**src/rtl/ksl_pkg.sv**
```systemverilog
// types, constants and lookup functions shared by the keyword/symbol lexer
// no dependencies
`timescale 1ns / 1ps
`default_nettype none

package ksl_pkg;

   localparam int POS_BITS   = 16;
   localparam int LEN_BITS   = 16;
   localparam int CODE_BITS  = 5;
   localparam int WORD_DEPTH = 11;
   localparam int WIDX_BITS  = 4;
   localparam int KW_NUM     = 21;

   localparam int FIFO_DEPTH = 4;
   localparam int FPTR_BITS  = 2;
   localparam int FCNT_BITS  = 3;

   localparam logic [LEN_BITS-1:0]  LEN_MAX    = '1;
   localparam logic [CODE_BITS-1:0] SLASH_CODE = 5'd12;

   localparam logic [7:0] CH_NUL   = 8'h00;
   localparam logic [7:0] CH_TAB   = 8'h09;
   localparam logic [7:0] CH_LF    = 8'h0A;
   localparam logic [7:0] CH_CR    = 8'h0D;
   localparam logic [7:0] CH_SPACE = 8'h20;
   localparam logic [7:0] CH_QUOTE = 8'h22;
   localparam logic [7:0] CH_STAR  = 8'h2A;
   localparam logic [7:0] CH_SLASH = 8'h2F;
   localparam logic [7:0] CH_0     = 8'h30;
   localparam logic [7:0] CH_9     = 8'h39;
   localparam logic [7:0] CH_UNDER = 8'h5F;
   localparam logic [7:0] CH_A_LO  = 8'h61;
   localparam logic [7:0] CH_Z_LO  = 8'h7A;
   localparam logic [7:0] CH_CASE  = 8'h20;

   typedef enum logic [2:0] {
      MODE_IDLE,
      MODE_SLASH,
      MODE_LINE,
      MODE_BLOCK,
      MODE_BSTAR,
      MODE_STRING,
      MODE_INT,
      MODE_IDENT
   } lex_mode_type;

   typedef enum logic [2:0] {
      KIND_KEYWORD,
      KIND_SYMBOL,
      KIND_INTEGER,
      KIND_STRING,
      KIND_IDENT,
      KIND_COMMENT,
      KIND_ERROR,
      KIND_EOF
   } tok_kind_type;

   typedef struct packed {
      logic [7:0] char_code;
      logic       end_of_input;
   } req_type;

   typedef struct packed {
      tok_kind_type          token_kind;
      logic [CODE_BITS-1:0]  token_code;
      logic [POS_BITS-1:0]   token_start;
      logic [LEN_BITS-1:0]   token_length;
      logic                  last_of_run;
   } rsp_type;

   typedef struct packed {
      logic                 hit;
      logic [CODE_BITS-1:0] code;
   } match_type;

   function automatic logic [WIDX_BITS-1:0] kw_len(input int idx);
      logic [WIDX_BITS-1:0] l;
      case (idx)
         0, 1:                    l = 4'd2;
         2, 3, 4:                 l = 4'd3;
         5, 6, 7, 8, 9, 10:       l = 4'd4;
         11, 12, 13, 14:          l = 4'd5;
         15, 16, 17:              l = 4'd6;
         18:                      l = 4'd7;
         19:                      l = 4'd8;
         default:                 l = 4'd11;
      endcase
      return l;
   endfunction

   // keyword text, right aligned, last character in the low byte
   function automatic logic [8*WORD_DEPTH-1:0] kw_text(input int idx);
      logic [8*WORD_DEPTH-1:0] t;
      case (idx)
         0:       t = 88'("do");
         1:       t = 88'("if");
         2:       t = 88'("int");
         3:       t = 88'("let");
         4:       t = 88'("var");
         5:       t = 88'("char");
         6:       t = 88'("else");
         7:       t = 88'("null");
         8:       t = 88'("this");
         9:       t = 88'("true");
         10:      t = 88'("void");
         11:      t = 88'("class");
         12:      t = 88'("false");
         13:      t = 88'("field");
         14:      t = 88'("while");
         15:      t = 88'("method");
         16:      t = 88'("return");
         17:      t = 88'("static");
         18:      t = 88'("boolean");
         19:      t = 88'("function");
         default: t = 88'("constructor");
      endcase
      return t;
   endfunction

   // parallel compare of the buffered word against every keyword
   function automatic match_type kw_lookup(input logic [WORD_DEPTH-1:0][7:0] word,
                                           input logic [LEN_BITS-1:0] len);
      match_type               m;
      logic [8*WORD_DEPTH-1:0] txt;
      int                      kl;
      int                      bi;
      logic                    eq;
      m = '0;
      for (int i = 0; i < KW_NUM; i++) begin
         txt = kw_text(i);
         kl  = int'(kw_len(i));
         eq  = (len == LEN_BITS'(kl));
         for (int j = 0; j < WORD_DEPTH; j++) begin
            bi = (j < kl) ? (kl - 1 - j) : 0;
            if (j < kl && word[j] != txt[8*bi +: 8]) begin
               eq = 1'b0;
            end
         end
         if (eq && !m.hit) begin
            m.hit  = 1'b1;
            m.code = CODE_BITS'(i);
         end
      end
      return m;
   endfunction

   function automatic match_type sym_lookup(input logic [7:0] c);
      match_type m;
      m.hit = 1'b1;
      case (c)
         8'h7B:   m.code = 5'd0;   // {
         8'h7D:   m.code = 5'd1;   // }
         8'h28:   m.code = 5'd2;   // (
         8'h29:   m.code = 5'd3;   // )
         8'h5B:   m.code = 5'd4;   // [
         8'h5D:   m.code = 5'd5;   // ]
         8'h2E:   m.code = 5'd6;   // .
         8'h2C:   m.code = 5'd7;   // ,
         8'h3B:   m.code = 5'd8;   // ;
         8'h2B:   m.code = 5'd9;   // +
         8'h2D:   m.code = 5'd10;  // -
         8'h2A:   m.code = 5'd11;  // *
         8'h2F:   m.code = 5'd12;  // /
         8'h26:   m.code = 5'd13;  // &
         8'h7C:   m.code = 5'd14;  // |
         8'h3C:   m.code = 5'd15;  // <
         8'h3E:   m.code = 5'd16;  // >
         8'h3D:   m.code = 5'd17;  // =
         8'h7E:   m.code = 5'd18;  // ~
         default: begin
            m.hit  = 1'b0;
            m.code = '0;
         end
      endcase
      return m;
   endfunction

endpackage

`default_nettype wire

```
**src/rtl/keyword_symbol_lexer.sv**
```systemverilog
// keyword/symbol lexer top level: byte scanner, keyword compare and result queue
// depends on ksl_pkg
`timescale 1ns / 1ps
`default_nettype none

// Streaming tokenizer taking one source byte per req item and returning tokens
// (kind, code, start offset, length) on the rsp channel. A byte is taken every
// cycle while the result queue has room for two tokens; the scanner state and
// the 11-byte word buffer update at the edge where the byte is accepted, and
// the tokens it closes (none, one or two, written together) go into the 4-entry
// result queue, so the input runs at one byte per cycle while that room lasts
// and the rsp port at one token per cycle while rsp_ready is high.
// Keyword matching is a parallel compare against all 21 keywords.
// The end-of-file token (byte 0 or end_of_input) returns the block to offset 0.
module keyword_symbol_lexer import ksl_pkg::*; (
   input  wire logic    clock,
   input  wire logic    reset,
   input  wire logic    req_valid,
   output logic         req_ready,
   input  wire req_type req_payload,
   output logic         rsp_valid,
   input  wire logic    rsp_ready,
   output rsp_type      rsp_payload
);

   lex_mode_type                  mode_ff, mode_in;
   logic [LEN_BITS-1:0]           len_ff, len_in;
   logic [POS_BITS-1:0]           start_ff, start_in;
   logic [POS_BITS-1:0]           pos_ff, pos_in;
   logic [WORD_DEPTH-1:0][7:0]    wbuf_ff;

   rsp_type                       fifo_ff [FIFO_DEPTH];
   logic [FPTR_BITS-1:0]          rd_ptr_ff, rd_ptr_in;
   logic [FPTR_BITS-1:0]          wr_ptr_ff, wr_ptr_in;
   logic [FCNT_BITS-1:0]          cnt_ff, cnt_in;

   logic                          req_fire, rsp_fire;
   logic [7:0]                    c, lower;
   logic                          is_digit, is_letter, is_word;
   logic [POS_BITS-1:0]           pos_inc;
   logic [LEN_BITS-1:0]           len_bump;
   match_type                     sym, kw;

   logic                          id_v, id_wr, id_eof;
   rsp_type                       id_item;
   lex_mode_type                  id_mode;
   logic [POS_BITS-1:0]           id_start;
   logic [LEN_BITS-1:0]           id_len;

   logic                          pre_v, sec_v, do_idle, eof_hit;
   rsp_type                       pre_item, sec_item, word_item;
   logic                          wb_we;
   logic [WIDX_BITS-1:0]          wb_idx;
   logic [7:0]                    wb_data;

   logic [1:0]                    push_n;
   rsp_type                       slot0, slot1;

   assign req_fire    = req_valid && req_ready;
   assign rsp_fire    = rsp_valid && rsp_ready;
   assign req_ready   = cnt_ff <= FCNT_BITS'(FIFO_DEPTH - 2);
   assign rsp_valid   = cnt_ff != '0;
   assign rsp_payload = fifo_ff[rd_ptr_ff];

   // scanner next state and the tokens closed by this byte
   always_comb begin
      c         = req_payload.char_code;
      lower     = c | CH_CASE;
      is_digit  = (c >= CH_0) && (c <= CH_9);
      is_letter = (lower >= CH_A_LO) && (lower <= CH_Z_LO);
      is_word   = is_digit || is_letter || (c == CH_UNDER);
      pos_inc   = pos_ff + 1'b1;
      len_bump  = (len_ff == LEN_MAX) ? len_ff : len_ff + 1'b1;
      sym       = sym_lookup(c);
      kw        = kw_lookup(wbuf_ff, len_ff);

      // byte seen between tokens
      id_v                 = 1'b0;
      id_item              = '0;
      id_item.token_start  = pos_ff;
      id_item.token_length = LEN_BITS'(1);
      id_mode              = MODE_IDLE;
      id_start             = start_ff;
      id_len               = len_ff;
      id_wr                = 1'b0;
      id_eof               = 1'b0;
      if (c == CH_NUL) begin
         id_v                 = 1'b1;
         id_item.token_kind   = KIND_EOF;
         id_item.token_length = '0;
         id_eof               = 1'b1;
      end else if (c == CH_SPACE || c == CH_TAB || c == CH_LF || c == CH_CR) begin
         id_v = 1'b0;
      end else if (c == CH_SLASH) begin
         id_mode  = MODE_SLASH;
         id_start = pos_ff;
         id_len   = LEN_BITS'(1);
      end else if (c == CH_QUOTE) begin
         id_mode  = MODE_STRING;
         id_start = pos_inc;
         id_len   = '0;
      end else if (is_digit) begin
         id_mode  = MODE_INT;
         id_start = pos_ff;
         id_len   = LEN_BITS'(1);
      end else if (c == CH_UNDER || is_letter) begin
         id_mode  = MODE_IDENT;
         id_start = pos_ff;
         id_len   = LEN_BITS'(1);
         id_wr    = 1'b1;
      end else if (sym.hit) begin
         id_v               = 1'b1;
         id_item.token_kind = KIND_SYMBOL;
         id_item.token_code = sym.code;
      end else begin
         id_v               = 1'b1;
         id_item.token_kind = KIND_ERROR;
      end

      word_item              = '0;
      word_item.token_kind   = kw.hit ? KIND_KEYWORD : KIND_IDENT;
      word_item.token_code   = kw.hit ? kw.code : '0;
      word_item.token_start  = start_ff;
      word_item.token_length = len_ff;

      pre_v                 = 1'b0;
      pre_item              = '0;
      pre_item.token_start  = start_ff;
      pre_item.token_length = len_ff;
      sec_v                 = 1'b0;
      sec_item              = '0;
      do_idle               = 1'b0;
      eof_hit               = 1'b0;
      mode_in               = mode_ff;
      start_in              = start_ff;
      len_in                = len_ff;
      pos_in                = pos_inc;
      wb_we                 = 1'b0;
      wb_idx                = len_ff[WIDX_BITS-1:0];
      wb_data               = c;

      if (req_payload.end_of_input) begin
         pos_in = pos_ff;
         pre_v  = 1'b1;
         case (mode_ff)
            MODE_SLASH: begin
               pre_item.token_kind   = KIND_SYMBOL;
               pre_item.token_code   = SLASH_CODE;
               pre_item.token_length = LEN_BITS'(1);
            end
            MODE_LINE:   pre_item.token_kind = KIND_COMMENT;
            MODE_BLOCK,
            MODE_BSTAR,
            MODE_STRING: pre_item.token_kind = KIND_ERROR;
            MODE_INT:    pre_item.token_kind = KIND_INTEGER;
            MODE_IDENT:  pre_item = word_item;
            default:     pre_v = 1'b0;
         endcase
         sec_v                = 1'b1;
         sec_item.token_kind  = KIND_EOF;
         sec_item.token_start = pos_ff;
         eof_hit              = 1'b1;
      end else begin
         case (mode_ff)
            MODE_SLASH: begin
               if (c == CH_SLASH) begin
                  mode_in = MODE_LINE;
                  len_in  = LEN_BITS'(2);
               end else if (c == CH_STAR) begin
                  mode_in = MODE_BLOCK;
                  len_in  = LEN_BITS'(2);
               end else begin
                  pre_v                 = 1'b1;
                  pre_item.token_kind   = KIND_SYMBOL;
                  pre_item.token_code   = SLASH_CODE;
                  pre_item.token_length = LEN_BITS'(1);
                  do_idle               = 1'b1;
               end
            end
            MODE_LINE: begin
               if (c == CH_LF || c == CH_CR || c == CH_NUL) begin
                  pre_v               = 1'b1;
                  pre_item.token_kind = KIND_COMMENT;
                  do_idle             = 1'b1;
               end else begin
                  len_in = len_bump;
               end
            end
            MODE_BLOCK, MODE_BSTAR: begin
               if (c == CH_NUL) begin
                  pre_v               = 1'b1;
                  pre_item.token_kind = KIND_ERROR;
                  do_idle             = 1'b1;
               end else if (mode_ff == MODE_BSTAR && c == CH_SLASH) begin
                  pre_v                 = 1'b1;
                  pre_item.token_kind   = KIND_COMMENT;
                  pre_item.token_length = len_bump;
                  len_in                = len_bump;
                  mode_in               = MODE_IDLE;
               end else begin
                  len_in  = len_bump;
                  mode_in = (c == CH_STAR) ? MODE_BSTAR : MODE_BLOCK;
               end
            end
            MODE_STRING: begin
               if (c == CH_QUOTE) begin
                  pre_v               = 1'b1;
                  pre_item.token_kind = KIND_STRING;
                  mode_in             = MODE_IDLE;
               end else if (c == CH_LF || c == CH_NUL) begin
                  pre_v               = 1'b1;
                  pre_item.token_kind = KIND_ERROR;
                  do_idle             = 1'b1;
               end else begin
                  len_in = len_bump;
               end
            end
            MODE_INT: begin
               if (is_digit) begin
                  len_in = len_bump;
               end else begin
                  pre_v               = 1'b1;
                  pre_item.token_kind = KIND_INTEGER;
                  do_idle             = 1'b1;
               end
            end
            MODE_IDENT: begin
               if (is_word) begin
                  wb_we  = len_ff < LEN_BITS'(WORD_DEPTH);
                  len_in = len_bump;
               end else begin
                  pre_v    = 1'b1;
                  pre_item = word_item;
                  do_idle  = 1'b1;
               end
            end
            default: do_idle = 1'b1;
         endcase

         if (do_idle) begin
            mode_in  = id_mode;
            start_in = id_start;
            len_in   = id_len;
            sec_v    = id_v;
            sec_item = id_item;
            eof_hit  = id_eof;
            if (id_wr) begin
               wb_we  = 1'b1;
               wb_idx = '0;
            end
         end
      end

      // end of file returns the scanner to its reset state
      if (eof_hit) begin
         mode_in  = MODE_IDLE;
         start_in = '0;
         len_in   = '0;
         pos_in   = '0;
      end
   end

   // pack the closed tokens into queue slots, flagging the last one
   always_comb begin
      push_n = {1'b0, pre_v} + {1'b0, sec_v};
      slot0  = pre_v ? pre_item : sec_item;
      slot1  = sec_item;
      slot0.last_of_run = (push_n == 2'd1);
      slot1.last_of_run = 1'b1;
      if (!req_fire) begin
         push_n = '0;
      end
      rd_ptr_in = rsp_fire ? rd_ptr_ff + 1'b1 : rd_ptr_ff;
      wr_ptr_in = wr_ptr_ff + FPTR_BITS'(push_n);
      cnt_in    = cnt_ff + FCNT_BITS'(push_n) - FCNT_BITS'(rsp_fire);
   end

   always_ff @(posedge clock) begin
      if (reset) begin
         mode_ff   <= MODE_IDLE;
         len_ff    <= '0;
         start_ff  <= '0;
         pos_ff    <= '0;
         rd_ptr_ff <= '0;
         wr_ptr_ff <= '0;
         cnt_ff    <= '0;
      end else begin
         if (req_fire) begin
            mode_ff  <= mode_in;
            len_ff   <= len_in;
            start_ff <= start_in;
            pos_ff   <= pos_in;
         end
         rd_ptr_ff <= rd_ptr_in;
         wr_ptr_ff <= wr_ptr_in;
         cnt_ff    <= cnt_in;
      end
   end

   always_ff @(posedge clock) begin
      if (req_fire && wb_we) begin
         wbuf_ff[wb_idx] <= wb_data;
      end
      if (push_n != '0) begin
         fifo_ff[wr_ptr_ff] <= slot0;
      end
      if (push_n == 2'd2) begin
         fifo_ff[wr_ptr_ff + 1'b1] <= slot1;
      end
   end

endmodule

`default_nettype wire

```
**config.mk**
```make
export PLATFORM = sky130hd
export DESIGN_NAME = keyword_symbol_lexer
export DESIGN_NICKNAME = d
export VERILOG_FILES = /design/src/rtl/ksl_pkg.sv /design/src/rtl/keyword_symbol_lexer.sv
export SDC_FILE = /design/constraint.sdc
export NUM_CORES = 1
export LEC_CHECK = 0
export BUFFER_PORTS_ARGS = -buffer_cell sky130_fd_sc_hd__clkbuf_2
export CAP_MARGIN = 20
export CORE_AREA = 2 2 193 195
export CTS_BUF_LIST = sky130_fd_sc_hd__clkbuf_4 sky130_fd_sc_hd__clkbuf_8
export CTS_CLUSTER_DIAMETER = 200
export DETAILED_ROUTE_END_ITERATION = 12
export DIE_AREA = 0 0 195 197
export PLACE_DENSITY = 0.62
export SYNTH_ARGS = -nofsm -noshare
export SYNTH_HDL_FRONTEND = slang
export SYNTH_SLANG_ARGS = --single-unit
```
**constraint.sdc**
```tcl
create_clock -name clock -period 9.5 [get_ports clock]
set_input_delay 1.425 -clock clock [delete_from_list [all_inputs] [get_ports clock]]
set_output_delay 1.425 -clock clock [all_outputs]
set_load 0.01 [all_outputs]
```
# ---- After elaboration in Yosys (flattened, before gate mapping)
# Memories as Yosys holds them, arrays and structs flattened. A register that Yosys moved wholly into a read port is not among the register bits.
# Index checks and enable logic that the tools add are counted.
dict set report classes {
  add_sub_neg 8
  n_shift 0
  n_eq_ne 123
  muxes 258
  n_mul 0
  reduce_logical 71
  bitwise 0
  magnitude_cmp 8
  n_div 0
}
# operator count
set ops {}
lappend ops {{2-to-1 mux 16 bit} 36}
lappend ops {{!= test 8 x 7 -> 1 bit, second input constant} 65}
lappend ops {{2-to-1 mux 41 bit} 4}
lappend ops {{2-to-1 mux 1 bit} 141}
lappend ops {{2-to-1 mux 6 bit} 23}
lappend ops {{== test 8 x 6 -> 1 bit, second input constant} 15}
lappend ops {{one-hot mux 16 bit (6 select lines)} 1}
lappend ops {{bitwise mux 88 bit} 1}
lappend ops {{one-hot mux 5 bit (17 select lines)} 1}
lappend ops {{2-to-1 mux 3 bit} 24}
lappend ops {{== test 16 x 3 -> 1 bit, second input constant} 4}
lappend ops {{== test 8 x 7 -> 1 bit, second input constant} 7}
lappend ops {{2-to-1 mux 8 bit} 6}
lappend ops {{one-hot mux 16 bit (3 select lines)} 1}
lappend ops {{adder 16 x 1 -> 16 bit, second input constant} 2}
lappend ops {{demux 8 bit (select 4 bit)} 1}
lappend ops {{== test 16 x 2 -> 1 bit, second input constant} 2}
lappend ops {{== test 16 x 4 -> 1 bit, second input constant} 2}
lappend ops {{!= test 4 bit, second input constant} 7}
lappend ops {{logical AND 1 bit} 27}
lappend ops {{== test 8 x 4 -> 1 bit, second input constant} 3}
lappend ops {{logical NOT 1 bit} 20}
lappend ops {{2-to-1 mux 5 bit} 4}
lappend ops {{one-hot mux 5 bit (2 select lines)} 2}
lappend ops {{44 further kinds} 69}
dict set report totals {
  output_inout_bits 43
  ramBits 164
  mem_bits_ro 0
  inputBits 13
  mem_count 1
  latch_bits 0
  reg_bits 146
}
# memory depth word_bits read_ports rd_ports_with_merged_regs write_ports line
set memory_table {}
lappend memory_table {fifo_ff 4 41 1 1 2 keyword_symbol_lexer.sv:32} ;# rsp_type fifo_ff [FIFO_DEPTH];

# ---- Logic depth before layout (Yosys ltp)
# Gate-level depths: netlist of the first run.
dict set report depth {
  word_depth 69
  ltp_mapped 20
  mapped_depth_nobuf 16
}

# ---- Worst setup path after synthesis of the first run
# No wires, ideal clock.
dict set report synth_path {
  path_type {input-to-reg}
  from {input req_payload[5] (netlist name)}
  to {memory fifo_ff[2][17] (netlist name), enable pin}
  cell_stages 16
  setup_slack_ps 4121
  arrival_ps 5013
  required_ps 9135
  setup_time_ps 365
  cell_sequence {buf_2 -> nor4b_2 -> and4_1 -> buf_2 -> nor3_2 -> a31o_2 -> inv_2 -> buf_2 -> ha_1 -> buf_4 -> o21ai_1 -> nor2_1 -> and2_1 -> nor2_1 -> clkbuf_1 -> inv_1}
}
# item line
set synth_lines {}
lappend synth_lines {{start, declared} keyword_symbol_lexer.sv:20} ;# input wire req_type req_payload,
lappend synth_lines {{end, declared} keyword_symbol_lexer.sv:32}

==> reports/metrics.yaml, run 1 <==
die_area_mm2: 0.0384
die_y_um: 197
postCtsSetupBuffers: 0
drv_slew: 0
hold_end: "fifo_ff[2][4]"
hold_path.class: "reg2reg"
fin_nets: 1601
internal-power_uw: 2370
hold_depth: 2
combPwrFrac: 0.196
core_mm2: 0.0363
synth.distinct_cells: 94
h-tree-depth: 2
synth_flop_cell: "edfxtp_1"
n_antenna_cell: 0
cp_data_required_time_ns: 9.95
vdd_drop_max_uv: 156
track_usage: 0.255
reg2reg_from: "mode_ff[0]"
place.gp.congestion: 0.941
setup_tns_ns: 0
startpoint: "req_payload[6]"
grt_max_degree: 67
area_delta_synth_final_pct: 9.59
tritoncts: "done"
ys_ff_latch: 312
synthTopCellsByCount: "188 x edfxtp_1, 125 x nand2_1, 124 x dfxtp_1, 113 x nor2_1, 91 x a21oi_1"
synth.area.top_cells: "edfxtp_1 34%, dfxtp_1 15%, mux4_2 5.6%"
critPathCaptureType: "register"
num_rows: 70
io_pins: 56
swShare: 0.299
crit_path_start_kind: "primary input"
clk_latency_ns: 0.65
drt_iter0_markers: 1413
vias: 13600
synth_edf_count: 188
synth.net_count: 1595
antenna_found_initial: 0
cpPeakStageDelay_ns: 0.98
rrSetupSlack_ns: 4.40
n_fill_cell: 3336
ant_nets: 0
cp_cell_sequence: "clkbuf_2 -> nor3b_2 -> a41oi_1 -> or2_1 -> nor3_2 -> a31o_2 -> inv_2 -> ha_1 -> o21ai_1 -> nand3b_1 -> o21ai_2 -> inv_2 -> o22ai_1"
relSlewSlack: 0.298
wl_um: 49200
cp_top_family: "compound AO/OA/AOI/OAI gates"
syn_area_mm2: 0.0164
avgSynthCellArea_um2: 10.5
cts_root_buf: "clkbuf_8"
worstPathArrival_ns: 6.38
criticalPathCategory: "in2reg"
synth_area_leader_cell: "edfxtp_1"
die_x_um: 195
stdcell_count: 2081
drive_gt1_frac: 0.157
max_slew.worst_pin.slew_ns: 1.04
clkSinkCount: 312
dp.cells: 1991
wl_per_cell_um: 23.7
io_buffers: 55
cts-buffers-inserted: 51
critPathMostFrequentCell: "inv_2"
yosysWarnings: 0
skew_ns: 0.0562
drc_errors: 0
total_power_uw: 3380
final-hold-violation-count: 0
clock.fmax_ghz: 0.169
synth_most_common_cell: "edfxtp_1"
setup_viol: 0
p_clk_frac: 0.346
multiInputGateArea_mm2: 0.00771
ys_seq_area_frac: 0.494
viasPerCell: 6.55
seqPwrFrac: 0.458
cts_buffer_depth: 3
status: "finished clean"
cp_max_fo: 19
slowest_stage: "o21ai_2"
p_per_area_mw_per_mm2: 188
fin_crit_sh: 0.624
worstHoldStart: "fifo_ff[2][4]"
synthCells: 1571
initial_core_util: 0.454
grt_pass1_wl_um: 76200
dp_hpwl_um: 32500
fin_hold_ws_ns: 0.463
power_leakage_uw: 0.00584
rsz0062_at_grt: "false"
crit_buf_inv: 3
final-seq-area_mm2: 0.00813
grt_pass1_vias: 12800
synth_top_area_frac: 0.343
grt_overflow: 0
power.switching_uw: 1010
drv_cap: 0
reg2regPathDepth: 12
async_flop_share: 0
drtPass1Iterations: 5
fin_crit_ns: 5.93
clk_pin_slew_worst_paths_ns: 0.06
cts_hold_buffers: 0
r2r-end: "fifo_ff[3][34]"
cp.depth: 13
cts_resized: 0
worst max-delay path by stage:
stage,to,slack [ns]
2_1_floorplan,fifo_ff[2][17],4.12
3_3_place_gp,fifo_ff[2][30],3.10
3_5_place_dp,fifo_ff[2][30],2.97
4_1_cts,fifo_ff[2][24],3.64
5_1_grt,fifo_ff[3][26],3.18
6_report,fifo_ff[3][34],3.57
cell type report:
| type | instances | share of cell area |
|---|---|---|
| Inverter | 27 | 0.00562 |
| Timing Repair Buffer | 82 | 0.0276 |
| Tap cell | 468 | 0.0325 |
| Clock inverter | 17 | 0.00458 |
| Multi-Input combinational cell | 1103 | 0.428 |
| Sequential cell | 312 | 0.451 |
| Clock buffer | 72 | 0.0512 |
through the flow:
step	utilization	setup slack, ns	area, µm²
floorplan	-	4.12	16400
global placement	0.469	3.10	17000
detailed placement	0.469	2.97	17000
CTS	0.496	3.64	18000
global route	0.497	3.18	18000
finish	0.497	3.57	18000
power by group through the flow:
stage          combinational, µW  sequential (µW)  clock [µW]
6_report                     663             1550        1170
5_1_grt                      718             1560        1250
4_1_cts                      664             1550        1200
3_5_place_dp                 661             1580           0
3_3_place_gp                 655             1570           0
2_1_floorplan                456             1550           0
cell families after synthesis:
group,synth area share
AND/OR/NAND/NOR,0.217
XOR/XNOR,0.0128
flip-flops,0.494
AO/OA/AOI/OAI,0.171
adder cells (fa/ha/maj),0.00882
multiplexers,0.0574
buffers and inverters,0.0385
metal layers:
metal,global-route usage,routed length (µm),up-vias
li1,-,-,6166
met1,0.362,21400,6711
met2,0.392,22400,661
met3,0.0388,3890,101
met4,0.106,1600,0
met5,0,0,-
sequential cells by signal, summed over array words and instances, names as in the netlist, named ones only:
register / flops
wbuf_ff: 88
pos_ff: 16
start_ff: 16
mode_ff: 3
fifo_ff: 164
cnt_ff: 3
rd_ptr_ff: 2
len_ff: 16
wr_ptr_ff: 2
placed cells by master (no fill, tap or decap), types with 12 or more instances in the layout:
| cell | synthesis | final |
|---|---|---|
| edfxtp_1 | 188 | 188 |
| nand2_1 | 125 | 125 |
| dfxtp_1 | 124 | 122 |
| nor2_1 | 113 | 112 |
| a21oi_1 | 91 | 91 |
| a32o_1 | 65 | 65 |
| clkbuf_8 | 0 | 61 |
| nor3_1 | 58 | 58 |
| nand3_1 | 57 | 57 |
| clkbuf_2 | 0 | 55 |
| o21ai_0 | 54 | 54 |
| a22o_1 | 48 | 48 |
| mux4_2 | 41 | 41 |
| nand4_1 | 37 | 37 |
| nor4_1 | 35 | 35 |
| o22ai_1 | 32 | 32 |
| buf_4 | 1 | 26 |
| inv_1 | 23 | 23 |
| nor2b_1 | 23 | 23 |
| nand2b_1 | 21 | 20 |
| nor4bb_1 | 19 | 18 |
| a31oi_1 | 16 | 16 |
| xnor2_1 | 16 | 16 |
| and2_1 | 14 | 14 |
| or3_1 | 12 | 12 |
tightest hold or removal path, cell delays in order, from the launching register on:
cell     delay [ns]
dfxtp_1        0.32
nand2_1        0.06
o31ai_1        0.06
Note: power is estimated with default switching activity, not from simulation.
==> run 2, diff against run 1 <==
--- a/config.mk
+++ b/config.mk
@@ -5,14 +5,15 @@
 export SDC_FILE = /design/constraint.sdc
 export NUM_CORES = 1
 export LEC_CHECK = 0
+export ABC_AREA = 1
 export BUFFER_PORTS_ARGS = -buffer_cell sky130_fd_sc_hd__clkbuf_2
 export CAP_MARGIN = 20
-export CORE_AREA = 2 2 193 195
+export CORE_AREA = 2 2 196 198
 export CTS_BUF_LIST = sky130_fd_sc_hd__clkbuf_4 sky130_fd_sc_hd__clkbuf_8
 export CTS_CLUSTER_DIAMETER = 200
 export DETAILED_ROUTE_END_ITERATION = 12
-export DIE_AREA = 0 0 195 197
-export PLACE_DENSITY = 0.62
+export DIE_AREA = 0 0 198 200
+export PLACE_DENSITY = 0.65
 export SYNTH_ARGS = -nofsm -noshare
 export SYNTH_HDL_FRONTEND = slang
 export SYNTH_SLANG_ARGS = --single-unit
==> constraint.sdc (replaced) <==
create_clock -name clock -period 5.3 [get_ports clock]
set_input_delay 0.795 -clock clock [delete_from_list [all_inputs] [get_ports clock]]
set_output_delay 0.795 -clock clock [all_outputs]
set_load 0.01 [all_outputs]
==> run 2 against run 1 <==
Compared with the run above: total power increased by 120%; via count increased by 18%; sequential power increased by 100%; sequential share of layout area decreased by 2.4 points; critical path depth increased by 10; area after synthesis increased by 3.8%; non-clock buffer count increased by 14; largest power group unchanged.
==> reports/metrics.yaml, run 2 <==
drc_errors: 0  # unchanged
place_ws_ns: 0.306  # -2.66 ns
die_y_um: 200  # +1.5%
viasPerCell: 5.85  # -11%
io_buffers: 55  # unchanged
cts-buffers-inserted: 53  # +3.9%
drtPass1Iterations: 6  # +1
h-tree-depth: 2  # unchanged
internal-power_uw: 4910  # +110%
criticalPathCategory: "in2reg"
synth.area.top_cells: "edfxtp_1 33%, dfxtp_1 15%, nand2_1 6.8%"
grt_pass1_wl_um: 84100  # +10%
p_clk_frac: 0.305  # -0.041
synthTopCellsByCount: "309 x nand2_1, 300 x nor2_1, 227 x o21ai_0, 214 x inv_1, 188 x edfxtp_1"
top_register: "fifo_ff"
status: "finished clean"
syn_area_mm2: 0.0171  # +3.8%
synth_area_leader_cell: "edfxtp_1"
power.switching_uw: 2680  # +160%
final-hold-violation-count: 0  # unchanged
synth_most_common_cell: "nand2_1"
drive_gt1_frac: 0.117  # -0.0395
area_delta_synth_final_pct: 11.4
relSlewSlack: 0.249  # -0.0491
track_usage: 0.272  # +0.0167
combPwrFrac: 0.287  # +0.091
synthCells: 2161  # +38%
setup_viol: 0  # unchanged
skew_ns: 0.0374  # -0.0187 ns
die_x_um: 198  # +1.5%
die_area_mm2: 0.0396  # +3.1%
postCtsSetupBuffers: 0  # unchanged
synth.net_count: 2185  # +37%
fin_crit_ns: 4.44
clk_latency_ns: 0.64  # about the same
n_fill_cell: 3638  # +9.1%
clkSinkCount: 312  # unchanged
largest_registers: "fifo_ff x164, wbuf_ff x88"
synth_top_area_frac: 0.331  # -0.0126
tritoncts: "done"
dp_hpwl_um: 37500  # +15%
drt_iter0_markers: 1760  # +25%
cts_resized: 0  # unchanged
io_pins: 56  # unchanged
grt_pass1_vias: 15300  # +19%
clk_pin_slew_worst_paths_ns: 0.06  # about the same
crit_path_start_kind: "primary input"
swShare: 0.353  # +0.0535
drv_cap: 0  # unchanged
clock.fmax_ghz: 0.225
rrSetupSlack_ns: 0.94  # -3.46 ns
hold_path.class: "reg2reg"
setup_tns_ns: 0  # unchanged
ant_nets: 0  # unchanged
largest_reg_flops: 164  # unchanged
power_leakage_uw: 0.00700  # +20%
synth_flop_cell: "edfxtp_1"
p_per_area_mw_per_mm2: 399  # +110%
antenna_found_initial: 0  # unchanged
cp_max_fo: 23  # +4
ys_ff_latch: 312  # unchanged
seqPwrFrac: 0.409  # -0.049
wl_um: 54100  # +9.9%
total_power_uw: 7580  # +120%
cts_root_buf: "clkbuf_8"
synth_edf_count: 188  # unchanged
grt_max_degree: 83  # +24%
initial_core_util: 0.457  # +0.00290
critPathCaptureType: "register"
vias: 16200  # +18%
cp_data_required_time_ns: 5.62  # -4.33 ns
worstPathArrival_ns: 4.76  # -1.62 ns
core_mm2: 0.0374  # +3.1%
fin_hold_ws_ns: 0.476  # +0.0131 ns
n_antenna_cell: 0  # unchanged
grt_overflow: 0  # unchanged
rsz0062_at_grt: "false"
num_rows: 71  # +1.4%
avgSynthCellArea_um2: 7.90  # -25%
layout_common_cells: "309 x nand2_1, 300 x nor2_1, 227 x o21ai_0"
final_common_cell: "nand2_1"
cts_buffer_depth: 3  # unchanged
async_flop_share: 0  # unchanged
fin_crit_sh: 0.837
fin_nets: 2231  # +39%
cts_hold_buffers: 0  # unchanged
max_slew.worst_pin.slew_ns: 1.12  # +0.0714 ns
wl_per_cell_um: 19.6  # -17%
vdd_drop_max_uv: 256  # +64%
drv_slew: 0  # unchanged
yosysWarnings: 0  # unchanged
ys_seq_area_frac: 0.476  # -0.0181
finalWorstSetupSlack_ns: 0.862  # -2.71 ns
place.gp.congestion: 1.00  # +6.7%
synth.distinct_cells: 56  # -40%
run 2: cell count changes after synthesis, sizes merged, moves of 27 or more:
cell   change
mux4      -41
buf       -27
a22o      -48
nand2    +188
a32o      -65
nor2     +197
nand4     +30
o21ai    +195
inv      +211
nand3     +72
o22ai     +89
run 2: layout make-up:
class	instances	area, µm²	area share
Multi-Input combinational cell	1504	7620	0.401
Inverter	240	903	0.0475
Timing Repair Buffer	96	593	0.0312
Clock buffer	87	1020	0.0537
Sequential cell	312	8130	0.427
Tap cell	511	639	0.0336
Clock inverter	11	115	0.00605
run 2: critical path, cell delays in order:
cell	delay (ns)
clkbuf_2	0.24
nand2_2	0.21
inv_1	0.07
o211ai_1	0.16
a31oi_1	0.08
nor3_2	0.36
nor2_4	0.09
nand2_1	0.14
nand2_1	0.10
nor3_4	0.17
nand2_4	0.12
inv_4	0.11
nor2_2	0.05
inv_2	0.04
o21ai_0	0.07
ha_1	0.36
inv_1	0.04
nor2_1	0.21
nor2_1	0.14
nor2_1	0.39
inv_2	0.34
nand2_1	0.18
buf_4	0.24
run 2: cell families after synthesis:
| logic type | synth area share |
|---|---|
| buffers and inverters | 0.0778 |
| xor gates and xnor gates | 0.0118 |
| and+or+nand+nor | 0.257 |
| AOI/OAI and AO/OA | 0.169 |
| adders and majority gates | 0.00850 |
| DFF | 0.476 |
run 2: final timing paths:
path / depth (start not counted) / to / from
worst max-delay path: 23 / fifo_ff[3][31] / req_payload[1]
worst min-delay path: 2 / fifo_ff[1][0] / fifo_ff[1][0]
worst max register to register: 22 / fifo_ff[3][31] / mode_ff[0]
worst min register to register: 2 / fifo_ff[1][0] / fifo_ff[1][0]
run 2: per-stage QoR:
stage	instance area (µm²)	instances	utilization
after CTS	19000	2760	0.508
after global placement	17900	2662	0.478
final	19000	2761	0.509
after detailed placement	17900	2662	0.478
after global routing	19000	2761	0.509
after floorplan	17100	2161	-
run 2: per-layer routing:
layer | routed length (µm) | GRT usage | part of all wire
met5 | 0 | 0 | 0
met4 | 1640 | 0.0972 | 0.030
met3 | 4170 | 0.0400 | 0.077
met2 | 25200 | 0.455 | 0.47
met1 | 23100 | 0.360 | 0.43
run 2: power by group through the flow:
stage | logic [µW] | clock network, µW | registers [µW]
after CTS | 2160 | 2350 | 3100
after detailed placement | 2150 | 0 | 3140
final | 2170 | 2310 | 3100
after floorplan | 1450 | 0 | 3100
after global placement | 2110 | 0 | 3140
after global routing | 2390 | 2450 | 3130
==> run 3, diff against run 2 <==
==> constraint.sdc (replaced) <==
create_clock -name clock -period 3.6 [get_ports clock]
set_input_delay 0.54 -clock clock [delete_from_list [all_inputs] [get_ports clock]]
set_output_delay 0.54 -clock clock [all_outputs]
set_load 0.01 [all_outputs]
==> run 3 against run 2 <==
Compared with the run above: critical path depth shrank 4; total power grew 54%; non-clock buffer count grew 104; cell area grew 5.9%; sequential share of layout area shrank 2.4 points; global-route usage grew 0.82 points.
==> reports/metrics.yaml, run 3 (synthesis results as in run 2) <==
status: "finished clean"
dp.cells: 2767  # +3.9%
ant_nets: 0  # unchanged
fin_nets: 2336  # +4.7%
critPathCaptureType: "register"
fin_crit_sh: 0.914
top_register: "fifo_ff"
p_clk_frac: 0.306  # about the same
drc_errors: 0  # unchanged
largest_registers: "fifo_ff x164, wbuf_ff x88"
place.gp.congestion: 0.977  # -2.7%
worstPathArrival_ns: 3.85  # -0.91 ns
viasPerCell: 5.74  # -1.9%
vdd_drop_max_uv: 341  # +33%
max_slew.worst_pin.slew_ns: 0.954  # -0.161 ns
clk_latency_ns: 0.65  # about the same
num_rows: 71  # unchanged
power.switching_uw: 4100  # +53%
io_buffers: 55  # unchanged
combPwrFrac: 0.302  # +0.015
final_cell_area_mm2: 0.0201  # +5.9%
crit_path_start_kind: "register"
cp_max_fo: 7  # -70%
cp_data_required_time_ns: 4.16  # -1.46 ns
clkSinkCount: 312  # unchanged
grt_max_degree: 83  # unchanged
placed_area_mm2: 0.0189  # +5.9%
antenna_found_initial: 0  # unchanged
tritoncts: "done"
largest_reg_flops: 164  # unchanged
p_per_area_mw_per_mm2: 579  # +45%
cts_resized: 0  # unchanged
wl_per_cell_um: 19.3  # -1.6%
die_y_um: 200  # unchanged
stdcell_count: 2863  # +3.7%
drt_iter0_markers: 1554  # -12%
fin_util: 0.538  # +0.0298
relSlewSlack: 0.363  # +0.114
die_x_um: 198  # unchanged
rsz0062_at_grt: "false"
die_area_mm2: 0.0396  # unchanged
swShare: 0.352  # -0.00136
clk_pin_slew_worst_paths_ns: 0.06  # about the same
dp_hpwl_um: 39600  # +5.7%
core_mm2: 0.0374  # unchanged
final-hold-violation-count: 0  # unchanged
n_fill_cell: 3536  # -2.8%
n_antenna_cell: 0  # unchanged
drtPass1Iterations: 5  # -1
total_power_uw: 11700  # +54%
initial_core_util: 0.457  # unchanged
drv_cap: 0  # unchanged
h-tree-depth: 2  # unchanged
track_usage: 0.280  # +0.00824
skew_ns: 0.0514  # +0.0140 ns
seqPwrFrac: 0.392  # -0.017
fin_crit_ns: 3.29
grt_overflow: 0  # unchanged
vias: 16400  # +1.7%
cts-buffers-inserted: 54  # +1.9%
layout_common_cells: "304 x nand2_1, 292 x nor2_1, 226 x o21ai_0"
final_common_cell: "nand2_1"
hold_path.class: "in2reg"
drive_gt1_frac: 0.164  # +0.0464
internal-power_uw: 7560  # +54%
postCtsSetupBuffers: 0  # unchanged
grt_pass1_wl_um: 86100  # +2.4%
rrSetupSlack_ns: 0.31  # -0.63 ns
cts_buffer_depth: 3  # unchanged
area_delta_synth_final_pct: 17.9
setup_viol: 0  # unchanged
cts_root_buf: "clkbuf_8"
criticalPathCategory: "reg2reg"
clock.fmax_ghz: 0.304
io_pins: 56  # unchanged
power_leakage_uw: 0.00756  # +8.0%
grt_pass1_vias: 15500  # +1.8%
wl_um: 55200  # +2.1%
cts_hold_buffers: 0  # unchanged
drv_slew: 0  # unchanged
[run 3: changes by cell type in the layout (fill, tap and decap cells not counted), moves of 4 or more]
cell,before,now
nand2_8,0,4
buf_12,1,11
nor2_1,300,292
ha_1,10,6
clkinv_1,4,9
buf_4,39,134
nand2_1,309,304
clkbuf_4,28,17
inv_1,214,210
nor2_2,7,13
[run 3: power groups by stage]
stage / clock network (µW) / logic [µW] / registers, µW
3_3_place_gp: 0 / 3430 / 4620
3_5_place_dp: 0 / 3480 / 4640
5_1_grt: 3770 / 3870 / 4620
2_1_floorplan: 0 / 2230 / 4560
4_1_cts: 3620 / 3500 / 4570
6_report: 3570 / 3520 / 4570
[run 3: cell type report]
cell class	instances	area (µm²)	area share
Clock buffer	77	953	0.0473
Sequential cell	312	8130	0.404
Multi-Input combinational cell	1504	7770	0.386
Inverter	240	906	0.0450
Clock inverter	19	236	0.0117
Timing Repair Buffer	200	1500	0.0746
Tap cell	511	639	0.0318
[run 3: final timing paths]
path | depth (start not counted) | endpoint | from
hold reg to reg | 2 | rd_ptr_ff[1] | rd_ptr_ff[1]
setup reg to reg | 19 | fifo_ff[0][14] | len_ff[0]
hold / removal | 2 | wbuf_ff[71] | req_payload[8]
setup / recovery | 19 | fifo_ff[0][14] | len_ff[0]
[run 3: critical path, cell delays in order (launching register included)]
cell	delay (ns)
dfxtp_1	0.45
ha_2	0.34
inv_1	0.08
nor2_1	0.18
nand2_1	0.09
nor2_1	0.14
nand2_1	0.11
nor3_1	0.15
inv_1	0.10
nor3_4	0.25
inv_1	0.21
o21ai_0	0.12
inv_1	0.08
nand2_1	0.06
o21ai_0	0.08
nand2_1	0.07
nand3_1	0.07
o21ai_0	0.19
nand2_1	0.21
o21ai_0	0.20
[run 3: per-stage QoR]
| step | worst slack [ns] | TNS (ns) | hold WS [ns] |
|---|---|---|---|
| after floorplan | -0.130 | -4.80 | 0.436 |
| after global routing | 0.00161 | 0 | 0.356 |
| after detailed placement | -0.163 | -18.60 | 0.460 |
| final | 0.311 | 0 | 0.354 |
| after CTS | 0.270 | 0 | 0.334 |
| after global placement | -0.0984 | -4.10 | 0.452 |
[run 3: per-layer routing]
metal,track usage,vias to the layer above,routed length (µm),share of wire
li1,-,7872,-,-
met5,0,-,0,0
met2,0.437,715,24300,0.44
met4,0.0925,0,1490,0.027
met3,0.0502,109,4390,0.079
met1,0.395,7740,25000,0.45
